===== src/design/spq_pkg.sv =====
// Shared types and constants for the sorted priority queue.
// Used by spq_ctrl, spq_dp and sorted_priority_queue_unit; depends on nothing else.
package spq_pkg;

  localparam int DEF_CAPACITY   = 16;
  localparam int DEF_DATA_WIDTH = 32;
  localparam int ITEM_W         = 32;
  localparam int POS_W          = 4;
  localparam int CNT_W          = 5;

  typedef enum logic [1:0] {
    ACT_INSERT = 2'd0,
    ACT_DELETE = 2'd1,
    ACT_READ   = 2'd2,
    ACT_NONE   = 2'd3
  } action_t;

  typedef enum logic [1:0] {
    ST_OK        = 2'd0,
    ST_FULL      = 2'd1,
    ST_EMPTY     = 2'd2,
    ST_NOT_FOUND = 2'd3
  } status_t;

  typedef struct packed {
    logic [1:0]               action;
    logic signed [ITEM_W-1:0] item_value;
  } in_req_t;

  typedef struct packed {
    logic [1:0]               status;
    logic signed [ITEM_W-1:0] result_value;
    logic [POS_W-1:0]         position;
    logic [CNT_W-1:0]         entry_count;
    logic                     last;
  } out_req_t;

  // Commands from the controller to the datapath.
  typedef struct packed {
    logic load_item;
    logic compare;
    logic apply;
    logic rd_start;
    logic read_step;
  } ctrl_cmd_t;

  // Status from the datapath to the controller.
  typedef struct packed {
    logic [1:0] action;
    logic       empty;
    logic       out_free;
    logic       read_last;
  } dp_stat_t;

endpackage


===== src/design/sorted_priority_queue_unit.sv =====
// Top level of the sorted priority queue: controller plus datapath.
// Depends on spq_pkg, spq_ctrl and spq_dp.
//
// This block keeps up to CAPACITY signed values of DATA_WIDTH bits in a row
// of cells sorted in descending order, position 0 holding the largest. Each
// request carries an action and a value. An insert places the value ahead of
// the first stored value that is less than or equal to it, so a new value
// goes ahead of equal values already stored, or answers full when the row is
// occupied. A delete removes the first stored value equal to the given one
// and closes the gap, or answers empty or not found. A read-out returns every
// stored value in order, one result per cycle while the result side does not
// stall, with last set on the final one; on an empty queue it returns a
// single empty result. Action code 3 is accepted and ignored. Every cell
// compares against the request value in parallel, the compare vectors are
// registered, and the insert or delete shift follows once the output register
// has room. A new request can be taken in the same cycle that an insert,
// delete or empty read-out is applied. A read-out holds off the next request
// until its last entry has left through cell 0, while the occupied cells
// rotate by one at each step. Results sit in an output register, so a stalled
// result does not lose the next request's comparison work. After reset the
// queue is empty and ready at once; no clearing pass is needed.
module sorted_priority_queue_unit import spq_pkg::*; #(
  parameter int CAPACITY   = DEF_CAPACITY,
  parameter int DATA_WIDTH = DEF_DATA_WIDTH
) (
  input  logic     clk,
  input  logic     rst_n,
  input  logic     in_valid,
  output logic     in_stall,
  input  in_req_t  in_req,
  output logic     out_valid,
  input  logic     out_stall,
  output out_req_t out_req
);

  // Commands flow from the controller to the datapath, and status flows back.
  ctrl_cmd_t cmd;
  dp_stat_t  stat;

  // The controller sequences each request: accept, compare, then apply or
  // start a read-out run that it steps one result at a time.
  spq_ctrl u_ctrl (
    .clk      (clk),
    .rst_n    (rst_n),
    .in_valid (in_valid),
    .in_stall (in_stall),
    .stat     (stat),
    .cmd      (cmd)
  );

  // The datapath holds the cells, the entry count and the output register.
  spq_dp #(
    .CAPACITY   (CAPACITY),
    .DATA_WIDTH (DATA_WIDTH)
  ) u_dp (
    .clk       (clk),
    .rst_n     (rst_n),
    .cmd       (cmd),
    .stat      (stat),
    .in_req    (in_req),
    .out_valid (out_valid),
    .out_stall (out_stall),
    .out_req   (out_req)
  );

endmodule


===== src/design/spq_ctrl.sv =====
// Controller state machine of the sorted priority queue.
// Depends on spq_pkg for the command and status structs and the action codes.
module spq_ctrl import spq_pkg::*; (
  input  logic      clk,
  input  logic      rst_n,
  input  logic      in_valid,
  output logic      in_stall,
  input  dp_stat_t  stat,
  output ctrl_cmd_t cmd
);

  typedef enum logic [1:0] {
    S_IDLE,
    S_CMP,
    S_APPLY,
    S_READ
  } state_t;

  state_t state_r, state_nxt;
  logic   apply_done;

  always_comb begin
    cmd        = '0;
    state_nxt  = state_r;
    apply_done = 1'b0;
    case (state_r)
      S_IDLE: begin
      end
      S_CMP: begin
        cmd.compare = 1'b1;
        state_nxt   = S_APPLY;
      end
      S_APPLY: begin
        if (stat.out_free) begin
          if (stat.action == ACT_READ && !stat.empty) begin
            cmd.rd_start = 1'b1;
            state_nxt    = S_READ;
          end else begin
            cmd.apply  = 1'b1;
            apply_done = 1'b1;
            state_nxt  = S_IDLE;
          end
        end
      end
      S_READ: begin
        if (stat.out_free) begin
          cmd.read_step = 1'b1;
          if (stat.read_last) begin
            state_nxt = S_IDLE;
          end
        end
      end
      default: begin
        state_nxt = S_IDLE;
      end
    endcase
    // A new request may enter in the same cycle that an insert, delete or empty read is applied.
    in_stall      = !(state_r == S_IDLE || apply_done);
    cmd.load_item = in_valid && !in_stall;
    if (cmd.load_item) begin
      state_nxt = S_CMP;
    end
  end

  always_ff @(posedge clk) begin
    if (!rst_n) begin
      state_r <= S_IDLE;
    end else begin
      state_r <= state_nxt;
    end
  end

  a_read_blocks_input: assert property (@(posedge clk) disable iff (!rst_n)
    (state_r == S_READ) |-> in_stall)
    else $error("request accepted during read-out");

  a_result_needs_room: assert property (@(posedge clk) disable iff (!rst_n)
    (cmd.apply || cmd.read_step) |-> stat.out_free)
    else $error("result issued while output register is occupied");

  a_single_command: assert property (@(posedge clk) disable iff (!rst_n)
    $onehot0({cmd.compare, cmd.apply, cmd.rd_start, cmd.read_step}))
    else $error("conflicting datapath commands");

endmodule


===== src/design/spq_dp.sv =====
// Datapath of the sorted priority queue: the sorted cell row, count, compare
// vectors and the output register. Depends on spq_pkg.
module spq_dp import spq_pkg::*; #(
  parameter int CAPACITY   = DEF_CAPACITY,
  parameter int DATA_WIDTH = DEF_DATA_WIDTH
) (
  input  logic      clk,
  input  logic      rst_n,
  input  ctrl_cmd_t cmd,
  output dp_stat_t  stat,
  input  in_req_t   in_req,
  output logic      out_valid,
  input  logic      out_stall,
  output out_req_t  out_req
);

  localparam int IDX_W   = $clog2(CAPACITY);
  localparam int COUNT_W = $clog2(CAPACITY + 1);

  logic signed [DATA_WIDTH-1:0] cell_r   [CAPACITY];
  logic signed [DATA_WIDTH-1:0] cell_nxt [CAPACITY];
  logic [COUNT_W-1:0]           count_r, count_nxt;
  logic [IDX_W-1:0]             rd_idx_r, rd_idx_nxt;
  logic [1:0]                   action_r;
  logic signed [DATA_WIDTH-1:0] key_r, key_in;
  logic [ITEM_W-1:0]            key_out, head_out;
  logic [CAPACITY-1:0]          ge_c, eq_c, first_c, ge_r, first_r;
  logic                         found_r;
  logic [IDX_W-1:0]             pos_enc;
  logic                         full, empty, read_last;
  out_req_t                     res, out_r;
  logic                         res_load, out_valid_r;

  // Narrow data is sign-extended to the 32-bit fields; wide data takes the
  // 32-bit value as a non-negative number.
  if (DATA_WIDTH <= ITEM_W) begin : g_key_narrow
    assign key_in = in_req.item_value[DATA_WIDTH-1:0];
  end else begin : g_key_wide
    assign key_in = {{(DATA_WIDTH-ITEM_W){1'b0}}, in_req.item_value};
  end

  if (DATA_WIDTH < ITEM_W) begin : g_out_narrow
    assign key_out  = {{(ITEM_W-DATA_WIDTH){key_r[DATA_WIDTH-1]}}, key_r};
    assign head_out = {{(ITEM_W-DATA_WIDTH){cell_r[0][DATA_WIDTH-1]}}, cell_r[0]};
  end else begin : g_out_wide
    assign key_out  = key_r[ITEM_W-1:0];
    assign head_out = cell_r[0][ITEM_W-1:0];
  end

  assign full      = (count_r == COUNT_W'(CAPACITY));
  assign empty     = (count_r == '0);
  assign read_last = ((COUNT_W'(rd_idx_r) + COUNT_W'(1)) == count_r);

  // Every cell compares against the key at once. Unused cells count as
  // "key >= cell", so the ge vector is a thermometer and its first set bit
  // is the insert slot, or the first candidate for a delete.
  always_comb begin
    for (int i = 0; i < CAPACITY; i++) begin
      ge_c[i] = (COUNT_W'(i) >= count_r) || (key_r >= cell_r[i]);
      eq_c[i] = (COUNT_W'(i) < count_r) && (key_r == cell_r[i]);
    end
    first_c[0] = ge_c[0];
    for (int i = 1; i < CAPACITY; i++) begin
      first_c[i] = ge_c[i] && !ge_c[i-1];
    end
  end

  always_comb begin
    pos_enc = '0;
    for (int i = 0; i < CAPACITY; i++) begin
      if (first_r[i]) begin
        pos_enc = pos_enc | IDX_W'(i);
      end
    end
  end

  always_comb begin
    cell_nxt   = cell_r;
    count_nxt  = count_r;
    rd_idx_nxt = rd_idx_r;
    res        = '0;
    res_load   = 1'b0;
    if (cmd.apply) begin
      case (action_r)
        ACT_INSERT: begin
          res_load         = 1'b1;
          res.result_value = key_out;
          res.last         = 1'b1;
          if (full) begin
            res.status      = ST_FULL;
            res.entry_count = CNT_W'(count_r);
          end else begin
            count_nxt       = count_r + COUNT_W'(1);
            res.status      = ST_OK;
            res.position    = POS_W'(pos_enc);
            res.entry_count = CNT_W'(count_nxt);
            if (first_r[0]) begin
              cell_nxt[0] = key_r;
            end
            for (int i = 1; i < CAPACITY; i++) begin
              if (first_r[i]) begin
                cell_nxt[i] = key_r;
              end else if (ge_r[i]) begin
                cell_nxt[i] = cell_r[i-1];
              end
            end
          end
        end
        ACT_DELETE: begin
          res_load         = 1'b1;
          res.result_value = key_out;
          res.last         = 1'b1;
          if (empty) begin
            res.status = ST_EMPTY;
          end else if (!found_r) begin
            res.status      = ST_NOT_FOUND;
            res.entry_count = CNT_W'(count_r);
          end else begin
            count_nxt       = count_r - COUNT_W'(1);
            res.status      = ST_OK;
            res.position    = POS_W'(pos_enc);
            res.entry_count = CNT_W'(count_nxt);
            for (int i = 0; i < CAPACITY - 1; i++) begin
              if (ge_r[i]) begin
                cell_nxt[i] = cell_r[i+1];
              end
            end
          end
        end
        ACT_READ: begin
          // Only an empty queue reaches here; a full read-out runs by steps.
          res_load   = 1'b1;
          res.status = ST_EMPTY;
          res.last   = 1'b1;
        end
        default: begin
        end
      endcase
    end
    if (cmd.rd_start) begin
      rd_idx_nxt = '0;
    end
    if (cmd.read_step) begin
      res_load         = 1'b1;
      res.status       = ST_OK;
      res.result_value = head_out;
      res.position     = POS_W'(rd_idx_r);
      res.entry_count  = CNT_W'(count_r);
      res.last         = read_last;
      rd_idx_nxt       = rd_idx_r + IDX_W'(1);
      // Rotate the occupied cells by one; after count steps they are back in order.
      for (int i = 0; i < CAPACITY - 1; i++) begin
        cell_nxt[i] = cell_r[i+1];
      end
      for (int i = 0; i < CAPACITY; i++) begin
        if (COUNT_W'(i) == count_r - COUNT_W'(1)) begin
          cell_nxt[i] = cell_r[0];
        end
      end
    end
  end

  always_ff @(posedge clk) begin
    if (!rst_n) begin
      count_r     <= '0;
      action_r    <= ACT_NONE;
      out_valid_r <= 1'b0;
    end else begin
      count_r <= count_nxt;
      if (cmd.load_item) begin
        action_r <= in_req.action;
      end
      if (res_load) begin
        out_valid_r <= 1'b1;
      end else if (!out_stall) begin
        out_valid_r <= 1'b0;
      end
    end
  end

  always_ff @(posedge clk) begin
    cell_r   <= cell_nxt;
    rd_idx_r <= rd_idx_nxt;
    if (cmd.load_item) begin
      key_r <= key_in;
    end
    if (cmd.compare) begin
      ge_r    <= ge_c;
      first_r <= first_c;
      found_r <= |(first_c & eq_c);
    end
    if (res_load) begin
      out_r <= res;
    end
  end

  assign out_valid = out_valid_r;
  assign out_req   = out_r;

  assign stat.action    = action_r;
  assign stat.empty     = empty;
  assign stat.out_free  = !out_valid_r || !out_stall;
  assign stat.read_last = read_last;

  a_count_bound: assert property (@(posedge clk) disable iff (!rst_n)
    count_r <= COUNT_W'(CAPACITY))
    else $error("entry count beyond capacity");

  a_read_keeps_count: assert property (@(posedge clk) disable iff (!rst_n)
    cmd.read_step |=> $stable(count_r))
    else $error("read-out changed the entry count");

  a_insert_grows: assert property (@(posedge clk) disable iff (!rst_n)
    (cmd.apply && action_r == ACT_INSERT && !full) |=>
      (count_r == $past(count_r) + COUNT_W'(1)))
    else $error("insert did not add one entry");

endmodule


===== config.mk =====
export PLATFORM = sky130hd
export DESIGN_NAME = sorted_priority_queue_unit
export DESIGN_NICKNAME = d
export VERILOG_FILES = /design/src/design/spq_pkg.sv /design/src/design/sorted_priority_queue_unit.sv /design/src/design/spq_ctrl.sv /design/src/design/spq_dp.sv
export SDC_FILE = /design/constraint.sdc
export NUM_CORES = 2
export LEC_CHECK = 0
export BUFFER_PORTS_ARGS = -buffer_cell sky130_fd_sc_hd__clkbuf_2
export CORE_MARGIN = 5
export CORE_UTILIZATION = 40
export DETAILED_ROUTE_END_ITERATION = 16
export SLEW_MARGIN = 20
export SYNTH_ARGS = -nofsm -noshare
export SYNTH_HDL_FRONTEND = slang
export SYNTH_SLANG_ARGS = --single-unit

===== constraint.sdc =====
create_clock -name clk -period 13.2 [get_ports clk]
set_input_delay 2.64 -clock clk [delete_from_list [all_inputs] [get_ports clk]]
set_output_delay 2.64 -clock clk [all_outputs]
set_load 0.01 [all_outputs]

==> reports/qor.csv <==
metric;value;unit
outcome;complete, no violations;
Cells after Synth;4706;
number of port buffers;83;
Wirelength per Cell;25.24;um
final worst clock skew;0.02033;ns
combinational family with the most area after synthesis;compound AO/OA/AOI/OAI gates;
Num Clock Sinks;634;
via count;38650;
Initial Utilization;40.26;%
Synth Area in Compound Gates;19.23;%
cts repair resizes;0;
setup ws final;6.721;ns
Skew-Pair Late Insertion Delay;0.65;ns
CTS tree;yes;
initial antenna violation count;0;
largest stage delay on the critical path;0.25;ns
Routed Wire Length;157.3;mm
power density over cell area;104.2;nW/um^2
I/O Pins;84;
yosys warns;0;
worst endpoint required time;10.56;ns
die height;352.0;um
dominant cell type by area after synthesis;edfxtp_1;
Seq/Total Area, Yosys;39.79;%
Synth Flop Type;edfxtp_1;
CTS buffer count;78;
fin crit share;49.08;%
vias in the first global route;37000;
relative slew slack;22.80;%
CTS clk-pin slew, worst paths;0.06;ns
Critical Path Source Type;input port;
most used cell, CP;nand2_1;
slowest CP cell;nor2_1;
fmax;154.3;MHz
grt ovf;0;
hold path endpoint;u_dp.head_out[13];
post-synthesis register bit count;634;
minimum clock period;6.479;ns
largest net degree at the start of global routing;214;
synth unique cells;83;
Avg Cell Area, Syn;9.943;sq um
Rows;125;
Cell Count, Final, Fillers Out;6230;
core area;116200;sq um
Yosys top cell area share;37.99;%
Async S/R FF share, synth;0;%
cts hold-fix bufs;0;
share of cells above drive strength 1;7.991;%
worst vdd ir;0.0001003;V
final core occ;44.19;%
Layout area overhead;9.742;%
post-CTS setup buffers;0;
GRT Total Usage;24.19;%
final setup violation count;0;
Post-route DRC;0;
Max Root-Sink Buffers;3;
Place WS;6.715;ns
Setup Crit Path Kind;input port to output pin;
post-synthesis net count;5264;
synthesized area;46790;sq um
Power, Total;5.351;mW
mux cell area share after synthesis;8.966;%
Cell Count Post-Placement;6087;
crit end category;output pin;
Leak;22.23;nW
RSZ-0062 raised after global routing;no;
Critical Path AT;3.84;ns
final slew viol count;0;
max cap viols;0;
fillers;11010;
HP Class;register to register;
synth top area cells;edfxtp_1 38%, ha_1 14%, a221o_1 9.0%;
DP Wirelength;113.3;mm
Detailed Routing Iterations Pass 1;8;
crit-path cells;clkbuf_2, nand2_1, nand2_1, nor2_1, nand2_1, o21a_1, clkbuf_2;
Critical R2R Capture;u_dp.cell_r[383];
Final ANT Viol Nets;0;
CTS HTree Levels;3;
Die Width;352.0;um
Vias/cell;6.204;
Reg2Reg Depth;10;
first-pass GRT wire length;234.2;mm
Post-synth EDFFs;592;
WHS Path Cells;1;
Reg2Reg Setup Slack;7.67;ns
Final Hold Fails;0;
adder and majority gate portion of the synthesized area;13.91;%
xor/xnor share of the synthesized area;0.2621;%
setup TNS;0;ns
Final nets;5205;
hold_sp;u_dp.cell_r[461];
Least-Margin Pin Slew;1.158;ns
DIE AREA;123900;sq um
DRT iter0 DRCs;4147;
Root Buffer;clkbuf_16;
crit-path max FO;6;
simple-gate area share of the yosys netlist;10.29;%
GPL Wtd Cong;0.9336;
R2R Path Start;u_dp.count_r[0];
==> power breakdown <==
| group | total [mW] | internal [mW] | switching, mW | leakage, nW |
|---|---|---|---|---|
| logic | 0.906 | 0.350 | 0.556 | 15.3 |
| registers | 2.35 | 2.28 | 0.0687 | 5.80 |
| clock network | 2.10 | 1.20 | 0.897 | 1.17 |
==> flip-flops by register name, indices dropped and copies added, names as in the netlist, 2 cells and up <==
name,cells
u_dp.rd_idx_r,4
u_dp.count_r,5
u_dp.ge_r,15
u_dp.first_r,16
u_ctrl.state_r,2
u_dp.head_out,32
u_dp.action_r,2
u_dp.key_out,32
u_dp.out_req,44
u_dp.cell_r,480
==> worst max path at each step <==
stage | startpoint | end | slack [ns] | cells past startpoint
after floorplan | out_stall | u_dp.cell_r[192] | 7.26 | 8
after global placement | out_stall | in_stall | 6.71 | 7
after detailed placement | out_stall | in_stall | 6.72 | 7
after CTS | out_stall | in_stall | 6.72 | 7
after global routing | out_stall | in_stall | 6.63 | 7
final | out_stall | in_stall | 6.72 | 7
==> cell usage in the layout, fill, tap and decap left out, types with 40 or more instances in the layout <==
| master | instances |
|---|---|
| a21o_1 | 81 |
| a21oi_1 | 237 |
| a221o_1 | 419 |
| a22o_1 | 40 |
| buf_4 | 115 |
| clkbuf_16 | 81 |
| clkbuf_2 | 83 |
| dfxtp_1 | 42 |
| edfxtp_1 | 592 |
| ha_1 | 520 |
| inv_1 | 548 |
| mux2i_1 | 418 |
| nand2_1 | 210 |
| nand3_1 | 62 |
| nand4_1 | 84 |
| nor2_1 | 488 |
| o21ai_0 | 146 |
| o22ai_1 | 60 |
==> cells in the mapped netlist (all sizes together) (40+ instances only) <==
cell / number
a21o: 81
a21oi: 253
a221o: 419
a22o: 40
buf: 94
clkbuf: 251
dfxtp: 42
edfxtp: 592
ha: 520
inv: 549
mux2i: 418
nand2: 219
nand3: 64
nand4: 85
nor2: 504
o21ai: 154
o22ai: 61
==> final cells by class <==
| cell class | instances | area (sq um) | share of cell area, % |
|---|---|---|---|
| Sequential cell | 634 | 18620 | 36.26 |
| Clock buffer | 105 | 2167 | 4.220 |
| Antenna cell | 1 | 2.502 | 0.004873 |
| Inverter | 550 | 2064 | 4.021 |
| Timing Repair Buffer | 206 | 1471 | 2.866 |
| Multi-Input combinational cell | 3177 | 24900 | 48.48 |
| Tap cell | 1524 | 1907 | 3.714 |
| Clock inverter | 33 | 222.7 | 0.4337 |
==> cell families (layout without fill, tap and decap cells) <==
family                   after synthesis  after routing
multiplexers                         419            419
adder cells (fa/ha/maj)              520            520
XOR/XNOR                              14             14
AO/OA/AOI/OAI                       1177           1177
other                                  0              1
AND/OR/NAND/NOR                     1047           1047
buffers and inverters                895            894
flip-flops                           634            634
==> layer usage <==
layer	vias to the layer above	track usage (%)	share of wire [%]
met5	-	0	0
met1	19000	33.52	43
met3	282	5.056	9.5
li1	17580	-	-
met4	0	7.892	3.4
met2	1789	37.89	44
==> metrics by stage <==
step | area, sq um | hold slack (ns)
after floorplan | 46790 | 0.5489
after global placement | 48790 | 0.5822
after detailed placement | 48840 | 0.5913
after CTS | 51230 | 0.6065
after global routing | 51350 | 0.6277
final | 51350 | 0.6066
==> critical path: cells and delay by family <==
kind            cells  cell delay [ns]
compound gates      1             0.23
buf+inv             2             0.26
simple gates        4             0.71
No activity file was read; power rests on OpenSTA's default activity.
